$ cat config.mk
export PLATFORM = sky130hd
export DESIGN_NAME = switch_debouncer_three_mode_flat
export DESIGN_NICKNAME = d
export VERILOG_FILES = /design/src/rtl/sdb_pkg.sv /design/src/rtl/sdb_if.sv /design/src/rtl/sdb_csr.sv /design/src/rtl/sdb_core.sv /design/src/rtl/switch_debouncer_three_mode.sv /design/src/flat_wrapper.sv
export SDC_FILE = /design/constraint.sdc
export NUM_CORES = 1
export LEC_CHECK = 0
export BUFFER_PORTS_ARGS = -buffer_cell sky130_fd_sc_hd__clkbuf_2
export CORE_UTILIZATION = 55
export CTS_CLUSTER_DIAMETER = 50
export DETAILED_ROUTE_END_ITERATION = 6
export PLACE_DENSITY = 0.74
export SYNTH_ARGS = -nofsm -noshare
export SYNTH_HDL_FRONTEND = slang
export SYNTH_SLANG_ARGS = --single-unit
$ cat constraint.sdc
create_clock -name clock -period 6.72 [get_ports clock]
set_input_delay 0.336 -clock clock [delete_from_list [all_inputs] [get_ports clock]]
set_output_delay 0.336 -clock clock [all_outputs]
set_load 0.01 [all_outputs]
$ cat src/rtl/sdb_pkg.sv
// Shared types and constants for the switch debouncer.
// Used by the interfaces, the register block, the core and the top level.
package sdb_pkg;

   localparam int TimeWidth      = 32;
   localparam int IntervalWidth  = 16;
   localparam int SampleWidth    = 10;
   localparam int CsrIndexWidth  = 3;
   localparam int CsrDataWidth   = 16;

   typedef enum logic [1:0] {
      MODE_LOCK_OUT = 2'd0,
      MODE_PROMPT   = 2'd1,
      MODE_STABLE   = 2'd2
   } mode_type;

   typedef enum logic [CsrIndexWidth-1:0] {
      REG_DEBOUNCE_MODE    = 3'd0,
      REG_INTERVAL_MS      = 3'd1,
      REG_USE_ANALOG       = 3'd2,
      REG_ANALOG_THRESHOLD = 3'd3,
      REG_INITIAL_LEVEL    = 3'd4
   } reg_index_type;

   localparam logic [1:0]               ResetDebounceMode    = MODE_STABLE;
   localparam logic [IntervalWidth-1:0] ResetIntervalMs      = 16'd10;
   localparam logic                     ResetUseAnalog       = 1'b0;
   localparam logic [SampleWidth-1:0]   ResetAnalogThreshold = 10'd50;
   localparam logic                     ResetInitialLevel    = 1'b0;

   typedef struct packed {
      logic [1:0]               debounce_mode;
      logic [IntervalWidth-1:0] interval_ms;
      logic                     use_analog;
      logic [SampleWidth-1:0]   analog_threshold;
   } cfg_type;

endpackage

$ cat src/rtl/sdb_if.sv
// Handshake interfaces of the switch debouncer: sample beats, result beats
// and register writes. Depends on sdb_pkg for the field widths.
interface sdb_req_if;
   logic                               valid;
   logic                               ready;
   logic [sdb_pkg::TimeWidth-1:0]      now_ms;
   logic                               raw_level;
   logic [sdb_pkg::SampleWidth-1:0]    analog_sample;

   modport source (output valid, now_ms, raw_level, analog_sample, input ready);
   modport sink   (input valid, now_ms, raw_level, analog_sample, output ready);
endinterface

interface sdb_rsp_if;
   logic valid;
   logic ready;
   logic changed;
   logic level;
   logic rose;
   logic fell;

   modport source (output valid, changed, level, rose, fell, input ready);
   modport sink   (input valid, changed, level, rose, fell, output ready);
endinterface

interface sdb_csr_if;
   logic                                valid;
   logic                                ready;
   logic [sdb_pkg::CsrIndexWidth-1:0]   index;
   logic [sdb_pkg::CsrDataWidth-1:0]    data;

   modport source (output valid, index, data, input ready);
   modport sink   (input valid, index, data, output ready);
endinterface

$ cat src/rtl/sdb_csr.sv
// Configuration registers of the switch debouncer.
// Depends on sdb_pkg and the sdb_csr_if interface.
module sdb_csr (
   input  logic            clock,
   input  logic            reset,
   sdb_csr_if.sink         csr_bus,
   output sdb_pkg::cfg_type cfg
);

   sdb_pkg::cfg_type cfg_ff;
   sdb_pkg::cfg_type cfg_in;

   assign csr_bus.ready = 1'b1;
   assign cfg           = cfg_ff;

   // The initial level register is accepted but not stored: reset always loads
   // the package default initial level, so it never needs storage.
   always_comb begin
      cfg_in = cfg_ff;
      if (csr_bus.valid) begin
         case (csr_bus.index)
            sdb_pkg::REG_DEBOUNCE_MODE:    cfg_in.debounce_mode    = csr_bus.data[1:0];
            sdb_pkg::REG_INTERVAL_MS:      cfg_in.interval_ms      = csr_bus.data;
            sdb_pkg::REG_USE_ANALOG:       cfg_in.use_analog       = csr_bus.data[0];
            sdb_pkg::REG_ANALOG_THRESHOLD:
               cfg_in.analog_threshold = csr_bus.data[sdb_pkg::SampleWidth-1:0];
            default: ;
         endcase
      end
   end

   always_ff @(posedge clock) begin
      if (reset) begin
         cfg_ff.debounce_mode    <= sdb_pkg::ResetDebounceMode;
         cfg_ff.interval_ms      <= sdb_pkg::ResetIntervalMs;
         cfg_ff.use_analog       <= sdb_pkg::ResetUseAnalog;
         cfg_ff.analog_threshold <= sdb_pkg::ResetAnalogThreshold;
      end else begin
         cfg_ff <= cfg_in;
      end
   end

endmodule

$ cat src/rtl/sdb_core.sv
// Debounce datapath: input register, level and timing state, result register.
// Depends on sdb_pkg and the sdb_req_if and sdb_rsp_if interfaces.
module sdb_core (
   input  logic             clock,
   input  logic             reset,
   input  sdb_pkg::cfg_type cfg,
   sdb_req_if.sink          req_bus,
   sdb_rsp_if.source        rsp_bus
);

   logic                              in_valid_ff;
   logic [sdb_pkg::TimeWidth-1:0]     in_now_ff;
   logic                              in_raw_ff;
   logic [sdb_pkg::SampleWidth-1:0]   in_sample_ff;

   logic                              stable_level_ff, stable_level_in;
   logic                              last_raw_ff, last_raw_in;
   logic [sdb_pkg::TimeWidth-1:0]     last_event_ff, last_event_in;

   logic rsp_valid_ff, rsp_changed_ff, rsp_level_ff;

   logic                          advance;
   logic                          step;
   logic                          cur;
   logic                          raw_diff;
   logic                          level_diff;
   logic                          elapsed;
   logic                          toggle;
   logic [sdb_pkg::TimeWidth-1:0] ref_time;
   logic [sdb_pkg::TimeWidth-1:0] delta;

   assign advance       = !rsp_valid_ff || rsp_bus.ready;
   assign req_bus.ready = !in_valid_ff || advance;
   assign step          = in_valid_ff && advance;

   always_comb begin
      cur        = cfg.use_analog ? (in_sample_ff > cfg.analog_threshold) : in_raw_ff;
      raw_diff   = cur != last_raw_ff;
      level_diff = cur != stable_level_ff;
      if (cfg.debounce_mode != sdb_pkg::MODE_LOCK_OUT
          && cfg.debounce_mode != sdb_pkg::MODE_PROMPT && raw_diff) begin
         ref_time = in_now_ff;
      end else begin
         ref_time = last_event_ff;
      end
      delta   = in_now_ff - ref_time;
      elapsed = delta >= {{(sdb_pkg::TimeWidth-sdb_pkg::IntervalWidth){1'b0}},
                          cfg.interval_ms};
      toggle  = elapsed && level_diff;

      case (cfg.debounce_mode)
         sdb_pkg::MODE_LOCK_OUT: begin
            last_raw_in   = last_raw_ff;
            last_event_in = toggle ? in_now_ff : last_event_ff;
         end
         sdb_pkg::MODE_PROMPT: begin
            last_raw_in   = cur;
            last_event_in = raw_diff ? in_now_ff : last_event_ff;
         end
         default: begin
            last_raw_in   = cur;
            last_event_in = (raw_diff || toggle) ? in_now_ff : last_event_ff;
         end
      endcase
      stable_level_in = toggle ? cur : stable_level_ff;
   end

   always_ff @(posedge clock) begin
      if (reset) begin
         in_valid_ff     <= 1'b0;
         rsp_valid_ff    <= 1'b0;
         stable_level_ff <= sdb_pkg::ResetInitialLevel;
         last_raw_ff     <= sdb_pkg::ResetInitialLevel;
         last_event_ff   <= '0;
      end else begin
         if (req_bus.ready) begin
            in_valid_ff <= req_bus.valid;
         end
         if (advance) begin
            rsp_valid_ff <= in_valid_ff;
         end
         if (step) begin
            stable_level_ff <= stable_level_in;
            last_raw_ff     <= last_raw_in;
            last_event_ff   <= last_event_in;
         end
      end
   end

   always_ff @(posedge clock) begin
      if (req_bus.valid && req_bus.ready) begin
         in_now_ff    <= req_bus.now_ms;
         in_raw_ff    <= req_bus.raw_level;
         in_sample_ff <= req_bus.analog_sample;
      end
      if (step) begin
         rsp_changed_ff <= toggle;
         rsp_level_ff   <= stable_level_in;
      end
   end

   assign rsp_bus.valid   = rsp_valid_ff;
   assign rsp_bus.changed = rsp_changed_ff;
   assign rsp_bus.level   = rsp_level_ff;
   assign rsp_bus.rose    = rsp_changed_ff && rsp_level_ff;
   assign rsp_bus.fell    = rsp_changed_ff && !rsp_level_ff;

   a_level_tracks_state: assert property (@(posedge clock) disable iff (reset)
      rsp_valid_ff |-> rsp_level_ff == stable_level_ff)
      else $error("Result level differs from the debounced state.");

   a_change_flips_level: assert property (@(posedge clock) disable iff (reset)
      step && toggle |=> stable_level_ff != $past(stable_level_ff))
      else $error("A reported change did not flip the debounced level.");

   a_no_change_holds_level: assert property (@(posedge clock) disable iff (reset)
      !step |=> $stable(stable_level_ff) && $stable(last_event_ff))
      else $error("Debounce state moved without a beat.");

   a_stall_means_full: assert property (@(posedge clock) disable iff (reset)
      !req_bus.ready |-> in_valid_ff && rsp_valid_ff && !rsp_bus.ready)
      else $error("Input stalled while the pipeline had room.");

endmodule

$ cat src/rtl/switch_debouncer_three_mode.sv
// Top level of the timed switch debouncer in three modes.
// Depends on sdb_pkg, the interfaces in sdb_if, sdb_csr and sdb_core.
//
// One sample beat is taken every clock while the input is not stalled. Its
// result beat passes through the input register and then the result register
// before it can leave. The input stalls only while both registers hold beats
// and the result side is not ready. The rate is set by the single path from
// the input register through the level compare, the 32-bit elapsed-time
// subtraction and the interval compare into the debounce state. Writes to
// initial_level are accepted but not stored, so after reset the debounced
// level always starts low. Register writes are taken every cycle.
module switch_debouncer_three_mode (
   input  logic      clock,
   input  logic      reset,
   sdb_req_if.sink   req_bus,
   sdb_rsp_if.source rsp_bus,
   sdb_csr_if.sink   csr_bus
);

   sdb_pkg::cfg_type cfg;

   sdb_csr u_csr (
      .clock   (clock),
      .reset   (reset),
      .csr_bus (csr_bus),
      .cfg     (cfg)
   );

   sdb_core u_core (
      .clock   (clock),
      .reset   (reset),
      .cfg     (cfg),
      .req_bus (req_bus),
      .rsp_bus (rsp_bus)
   );

endmodule
$ cat src/flat_wrapper.sv
// flat-port wrapper written by rule: the top's interface ports become plain ports
module switch_debouncer_three_mode_flat 
  (clock, reset, req_bus_valid, req_bus_now_ms, req_bus_raw_level, req_bus_analog_sample, req_bus_ready, rsp_bus_valid, rsp_bus_changed, rsp_bus_level, rsp_bus_rose, rsp_bus_fell, rsp_bus_ready, csr_bus_valid, csr_bus_index, csr_bus_data, csr_bus_ready);
  sdb_req_if req_bus_i ();
  sdb_rsp_if rsp_bus_i ();
  sdb_csr_if csr_bus_i ();
  input  logic clock;
  input  logic reset;
  input wire logic [$bits(req_bus_i.valid)-1:0] req_bus_valid;
  input wire logic [$bits(req_bus_i.now_ms)-1:0] req_bus_now_ms;
  input wire logic [$bits(req_bus_i.raw_level)-1:0] req_bus_raw_level;
  input wire logic [$bits(req_bus_i.analog_sample)-1:0] req_bus_analog_sample;
  output wire logic [$bits(req_bus_i.ready)-1:0] req_bus_ready;
  output wire logic [$bits(rsp_bus_i.valid)-1:0] rsp_bus_valid;
  output wire logic [$bits(rsp_bus_i.changed)-1:0] rsp_bus_changed;
  output wire logic [$bits(rsp_bus_i.level)-1:0] rsp_bus_level;
  output wire logic [$bits(rsp_bus_i.rose)-1:0] rsp_bus_rose;
  output wire logic [$bits(rsp_bus_i.fell)-1:0] rsp_bus_fell;
  input wire logic [$bits(rsp_bus_i.ready)-1:0] rsp_bus_ready;
  input wire logic [$bits(csr_bus_i.valid)-1:0] csr_bus_valid;
  input wire logic [$bits(csr_bus_i.index)-1:0] csr_bus_index;
  input wire logic [$bits(csr_bus_i.data)-1:0] csr_bus_data;
  output wire logic [$bits(csr_bus_i.ready)-1:0] csr_bus_ready;
  assign req_bus_i.valid = req_bus_valid;
  assign req_bus_i.now_ms = req_bus_now_ms;
  assign req_bus_i.raw_level = req_bus_raw_level;
  assign req_bus_i.analog_sample = req_bus_analog_sample;
  assign req_bus_ready = req_bus_i.ready;
  assign rsp_bus_valid = rsp_bus_i.valid;
  assign rsp_bus_changed = rsp_bus_i.changed;
  assign rsp_bus_level = rsp_bus_i.level;
  assign rsp_bus_rose = rsp_bus_i.rose;
  assign rsp_bus_fell = rsp_bus_i.fell;
  assign rsp_bus_i.ready = rsp_bus_ready;
  assign csr_bus_i.valid = csr_bus_valid;
  assign csr_bus_i.index = csr_bus_index;
  assign csr_bus_i.data = csr_bus_data;
  assign csr_bus_ready = csr_bus_i.ready;
  switch_debouncer_three_mode u_core (.clock(clock), .reset(reset), .req_bus(req_bus_i), .rsp_bus(rsp_bus_i), .csr_bus(csr_bus_i));
endmodule
-- Word level (Yosys, flattened, before mapping)
Index checks and enable logic that the tools add are counted.
- latch bits: 0
- output and inout bits: 7
- bits in read-only memories: 0
- RAM bits: 0
- logic and storage cells: 57
- input bits: 67
- bits in registers: 110
- memories: 0
- shifts and indexed selects: 0
- $lt $le $gt $ge: 2
- mux-type cells: 7
- equal/unequal tests: 9
- bitwise gates (word level): 1
- add/subtract/negate cells: 1
- reduce and logical (&&, ||, !) cells: 23
- divide/modulo/power cells: 0
- multipliers: 0
- operator list (cell ; count):
    $mux 32 ; 4
    $pmux 32 s2 ; 1
    $ge 32x16->1 ; 1
    $sub 32x32->32 ; 1
    $gt 10x10->1 ; 1
    $reduce_and 2->1 ; 5
    $logic_and 1x1->1 ; 7
    $eq 3x2->1 const B ; 2
    $ne 2x2->1 const B ; 2
    $reduce_and 4->1 ; 1
    $eq 3x1->1 const B ; 1
    $logic_not 1->1 ; 3
    $logic_not 3->1 ; 1
    $logic_or 1x1->1 ; 3
    $reduce_bool 3->1 ; 1
    $eq 2x1->1 const B ; 1
    $logic_not 2->1 ; 1
    $mux 1 ; 2
    $ne 1x1->1 ; 2
    $ne 2x1->1 const B ; 1
    $reduce_bool 2->1 ; 1
    $not 1->1 ; 1

-- Logic depth before layout (Yosys ltp)
- word-level depth: 11
- depth in mapped cells: 31
- mapped depth without buffers: 29

-- Cells and area by module
A second synthesis with hierarchy kept.
- cells, all modules: 774
- area total of the unflattened synthesis: 7479.7 µm²
- by module, submodules not included (module ; times used ; cells an instance ; area an instance (µm²)):
    sdb_core ; 1 ; 652 ; 6195.9
    sdb_csr ; 1 ; 122 ; 1283.7

-- Worst setup path after synthesis
No wires, ideal clock.
- path type: register -> register
- start point: register u_core.u_core.in_sample_ff[9] in the netlist's numbering
- end point: register u_core.u_core.rsp_level_ff, in the netlist u_core.u_core.rsp_bus.level, data pin
- clock period less this slack: 6.572 ns
- path buffers: 3
- data required time: 6.460 ns
- path slack: 0.148 ns
- stages on the path, launching flop included: 30
- arrival: 6.312 ns
- library setup time: 0.260 ns
- cell sequence: edfxtp_1 ha_1 nand4_1 or3_1 o221a_2 o211ai_1 clkbuf_1 mux2i_1 fa_1 a211oi_2 o21ai_2 o21ai_0 nand2_1 a21o_1 a21oi_1 o21bai_1 a21oi_1 xnor2_1 ha_1 a21oi_1 nand2_1 a32o_1 nor4_1 o2111ai_1 a221oi_1 nand4_1 or2_1 buf_6 buf_6 mux2_4
- longest elaborated chain between the ends: 9
- elaborated cells on any way between the ends: 10
- RTL lines (item ; line ; source):
    start, declared ; sdb_core.sv:14 ; logic [sdb_pkg::SampleWidth-1:0] in_sample_ff;
    start signal, assigned ; sdb_core.sv:94 ; in_sample_ff <= req_bus.analog_sample;
    $gt 10x10->1 * ; sdb_core.sv:37 ; cur = cfg.use_analog ? (in_sample_ff > cfg.analog_threshold) : in_raw_ff;
    $mux 1 * ; sdb_core.sv:37 ;
    $ne 1x1->1 ; sdb_core.sv:38 ; raw_diff = cur != last_raw_ff;
    $logic_and 1x1->1 ; sdb_core.sv:41 ; && cfg.debounce_mode != sdb_pkg::MODE_PROMPT && raw_diff) begin
    $mux 32 ; sdb_core.sv:40 ; if (cfg.debounce_mode != sdb_pkg::MODE_LOCK_OUT
    $sub 32x32->32 ; sdb_core.sv:46 ; delta = in_now_ff - ref_time;
    $ge 32x16->1 ; sdb_core.sv:47 ; elapsed = delta >= {{(sdb_pkg::TimeWidth-sdb_pkg::IntervalWidth){1'b0}},
    $logic_and 1x1->1 ; sdb_core.sv:49 ; toggle = elapsed && level_diff;
    $mux 1 * ; sdb_core.sv:65 ; stable_level_in = toggle ? cur : stable_level_ff;
    net u_core.u_core.stable_level_in ; sdb_core.sv:16 ; logic stable_level_ff, stable_level_in;
    end signal, assigned ; sdb_core.sv:98 ; rsp_level_ff <= stable_level_in;
    end, declared ; sdb_core.sv:20 ; logic rsp_valid_ff, rsp_changed_ff, rsp_level_ff;
The timed path passes the listed nets; every way through them passes the cells marked *.
A chain may end at the register's enable or synchronous reset.

-- Final worst setup path
- start point: register u_core.u_core.in_sample_ff[5] in the netlist's numbering
- end point: register u_core.u_core.last_event_ff[28] in the netlist's numbering
- longest elaborated chain between the ends: 11
- elaborated cells on any way between the ends: 14
- RTL lines (item ; line ; source):
    $gt 10x10->1 * ; sdb_core.sv:37 ;
    $mux 1 * ; sdb_core.sv:37 ;
    $ne 1x1->1 ; sdb_core.sv:38 ;
    $logic_and 1x1->1 ; sdb_core.sv:41 ;
    $mux 32 ; sdb_core.sv:40 ;
    $sub 32x32->32 ; sdb_core.sv:46 ;
    $ge 32x16->1 ; sdb_core.sv:47 ;
    $logic_and 1x1->1 ; sdb_core.sv:49 ;
    $logic_or 1x1->1 ; sdb_core.sv:62 ; last_event_in = (raw_diff || toggle) ? in_now_ff : last_event_ff;
    $reduce_bool 3->1 (no line) ; -- ;
    $reduce_and 4->1 (no line) * ; -- ;
    end signal, assigned ; sdb_core.sv:85 ; last_event_ff <= last_event_in;
    end, declared ; sdb_core.sv:18 ; logic [sdb_pkg::TimeWidth-1:0] last_event_ff, last_event_in;
Mark *: on every way between the ends. The rest lies on a longest branch, timed or not.

==> results.tsv <==
metric	value	unit
routed via count	6995	
Yosys top cell by area	edfxtp_1	
Fin. Hold Viols	0	
main flop type after synthesis	dfxtp_1	
async set-or-reset flop fraction in the synthesized netlist	0	
hpwl dp	13700	um
Arrival @ worst endpoint	6.60	ns
max incr delay on CP	0.42	ns
Worst Tran Pin Value	1.18	ns
Initial DRC Count	695	
Pre-Repair DR Iteration Count	5	
Mapped Cells	896	
Cell Int Power	1.25	mW
post-synthesis register bit count	110	
die width	121	um
Rows	43	
most frequent cells in the layout	nand2_1, clkbuf_2, dfxtp_1, nor2_1, a21oi_1	
Cell Pwr Density	227	nW/um^2
Die ar.	14600	um^2
Fin Setup TNS	0	ns
Worst Skew	0.0113	ns
post-synthesis cell type count	74	
Synth-to-Final Area Change	10.4	%
Sequential Power Share	0.390	
EDFF count, synth	45	
top-area cell type share of the netlist area	0.174	
register area share after synthesis	0.342	
first-pass GRT wire length	31300	um
Peak VDD IR	0.162	mV
status	complete, no violations	
CP most frequent cell	ha_1	
Ys Warns	0	
layout cells sized above 1	0.134	
Synthesized Nets	1021	
crit path launch type	register	
core box area	13800	um^2
Peak Freq	0.158	GHz
hold buffer count at CTS	0	
CTS tree	yes	
post-route ant nets	0	
synth top area cells	edfxtp_1, dfxtp_1, ha_1	
Ports	74	
PortBufs	72	
clk slew on worst S/H paths	0.08	ns
cell area after synthesis	7760	um^2
commonest non-fill, non-tap cell in the layout	nand2_1	
Sink Count	110	
DR WL/cell	17.7	um
ant diodes	0	
Final Wtd Congestion	0.922	
final cycle utilization of the critical path	0.943	
clk buf depth	2	
Root Buffer	clkbuf_16	
vias in the first global route	6203	
Hold Path Class	in2reg	
DRC	0	
min cycle time layout	6.34	ns
initial antenna violation count	0	
R2R setup slack	0.38	ns
total CTS buffers	9	
Initial Util	0.561	
multi-input combinational cell area	4750	um^2
max_cap viols	0	
Worst Path Max Fanout	12	
P_sw	0.692	mW
# fillers	1221	
die height	121	um
WHS	0.133	ns
clock group share of total power	0.275	
final WL	19800	um
largest net degree at the start of global routing	99	
Mean Syn Cell Area	8.66	um^2
Overflow after GRT	0	
total track usage	0.274	
Slew HR	0.211	
htree depth	3	
Setup violations, final	0	
post-DR vias/cell	6.23	
Skew-Pair Late Insertion Delay	0.37	ns
register area	2650	um^2
Comb pwr share	0.335	
nets@finish	1062	
CP Capture Type	register	
Final Max Slew Viols	0	
Static Leak	3.33	nW
Crit-path slowest cell	or3_4	
crit path kind	reg2reg	
CP Data Required Time	6.98	ns
net switching fraction of the power	0.356	
-- routing by layer --
metal / share of wire / global-route usage / wire, um
met3: 0.082 / 0.0453 / 1630
met1: 0.47 / 0.407 / 9320
met5: 0 / 0 / 0
met4: 0.017 / 0.0779 / 331
met2: 0.43 / 0.408 / 8540
-- stage by stage --
| step | cell area, um^2 | power, mW | instances | utilization | setup slack [ns] |
|---|---|---|---|---|---|
| floorplan | 7760 | 1.24 | 896 | - | 0.148 |
| global placement | 8180 | 1.39 | 1099 | 0.591 | 0.171 |
| detailed placement | 8180 | 1.40 | 1099 | 0.591 | -0.0155 |
| CTS | 8460 | 1.93 | 1115 | 0.612 | 0.103 |
| global route | 8570 | 2.04 | 1122 | 0.620 | -0.00303 |
| finish | 8570 | 1.94 | 1122 | 0.620 | 0.382 |
-- state kept, by name, summed over array words and instances (netlist names) --
register and cells:
u_core.u_core.in_raw_ff 1, u_core.u_core.stable_level_ff 1, u_core.u_core.in_valid_ff 1, u_core.u_core.rsp_bus.level 1, u_core.u_core.last_event_ff 32, u_core.u_core.last_raw_ff 1, u_core.u_core.in_now_ff 32, u_core.u_csr.cfg 29
u_core.u_core.rsp_bus.valid 1, u_core.u_core.rsp_bus.changed 1, u_core.u_core.in_sample_ff 10
-- kinds of logic (layout without fill, tap and decap cells) --
group,count (synthesis),in the layout,share of synthesized area
AOI/OAI and AO/OA,267,267,0.237
xor gates and xnor gates,19,19,0.0215
adders and majority gates,58,58,0.0945
buffers and inverters,96,141,0.0515
DFF,110,110,0.342
muxes,38,38,0.0498
other,1,1,0.000483
and+or+nand+nor,307,308,0.203
-- worst paths after layout --
kind / cells past startpoint / endpoint / startpoint
worst min register to register: 2 / u_core.u_csr.cfg[2] / u_core.u_csr.cfg[2]
worst min-delay path: 1 / u_core.u_core.in_now_ff[22] / req_bus_now_ms[22]
worst max-delay path: 29 / u_core.u_core.last_event_ff[28] / u_core.u_core.in_sample_ff[5]
worst max register to register: 29 / u_core.u_core.last_event_ff[28] / u_core.u_core.in_sample_ff[5]
-- power by group through the flow --
stage          clock (mW)  sequential, mW  combinational, mW
6_report            0.534           0.759              0.651
5_1_grt             0.563           0.763              0.717
4_1_cts             0.540           0.758              0.630
3_5_place_dp            0           0.773              0.626
3_3_place_gp            0           0.772              0.620
2_1_floorplan           0           0.763              0.472
-- cell usage after synthesis (5+ instances only) --
cell	instances
nand2_1	85
dfxtp_1	65
a21oi_1	62
nor2_1	62
ha_1	57
clkbuf_1	48
edfxtp_1	45
nand2b_1	41
nor2b_1	41
a31oi_1	37
o211ai_1	37
inv_1	36
mux2i_1	36
o311ai_1	32
o21ai_0	25
nand3_1	17
a21o_1	12
nand4_1	12
xnor2_1	10
nand3b_1	9
xor2_1	9
or3_1	8
a211oi_1	7
o21a_1	7
and2_1	6
a211o_1	5
o21ai_1	5
o21bai_1	5
-- area by class of cell --
class                           count  area share
Sequential cell                   110       0.310
Inverter                           36      0.0158
Clock buffer                       10      0.0267
Tap cell                          180      0.0263
Timing Repair Buffer               89      0.0603
Clock inverter                      6     0.00643
Multi-Input combinational cell    691       0.555
-- timing repair --
| action | CTS | global route |
|---|---|---|
| buffers inserted | 0 | 5 |
| resized for setup | 1 | 12 |
| endpoints found under the setup margin | 19 | 35 |
| cloned | 0 | 2 |
| pin swaps | 0 | 8 |
-- worst max-delay path: cells and delay by family, from the launching register on --
kind | cells | cell delay [ns]
muxes | 1 | 0.19
xor gates and xnor gates | 1 | 0.15
AOI/OAI and AO/OA | 14 | 2.56
and+or+nand+nor | 7 | 1.49
buffers and inverters | 3 | 0.53
adders and majority gates | 3 | 0.92
DFF | 1 | 0.37
Note: power is estimated with default switching activity, not from simulation.
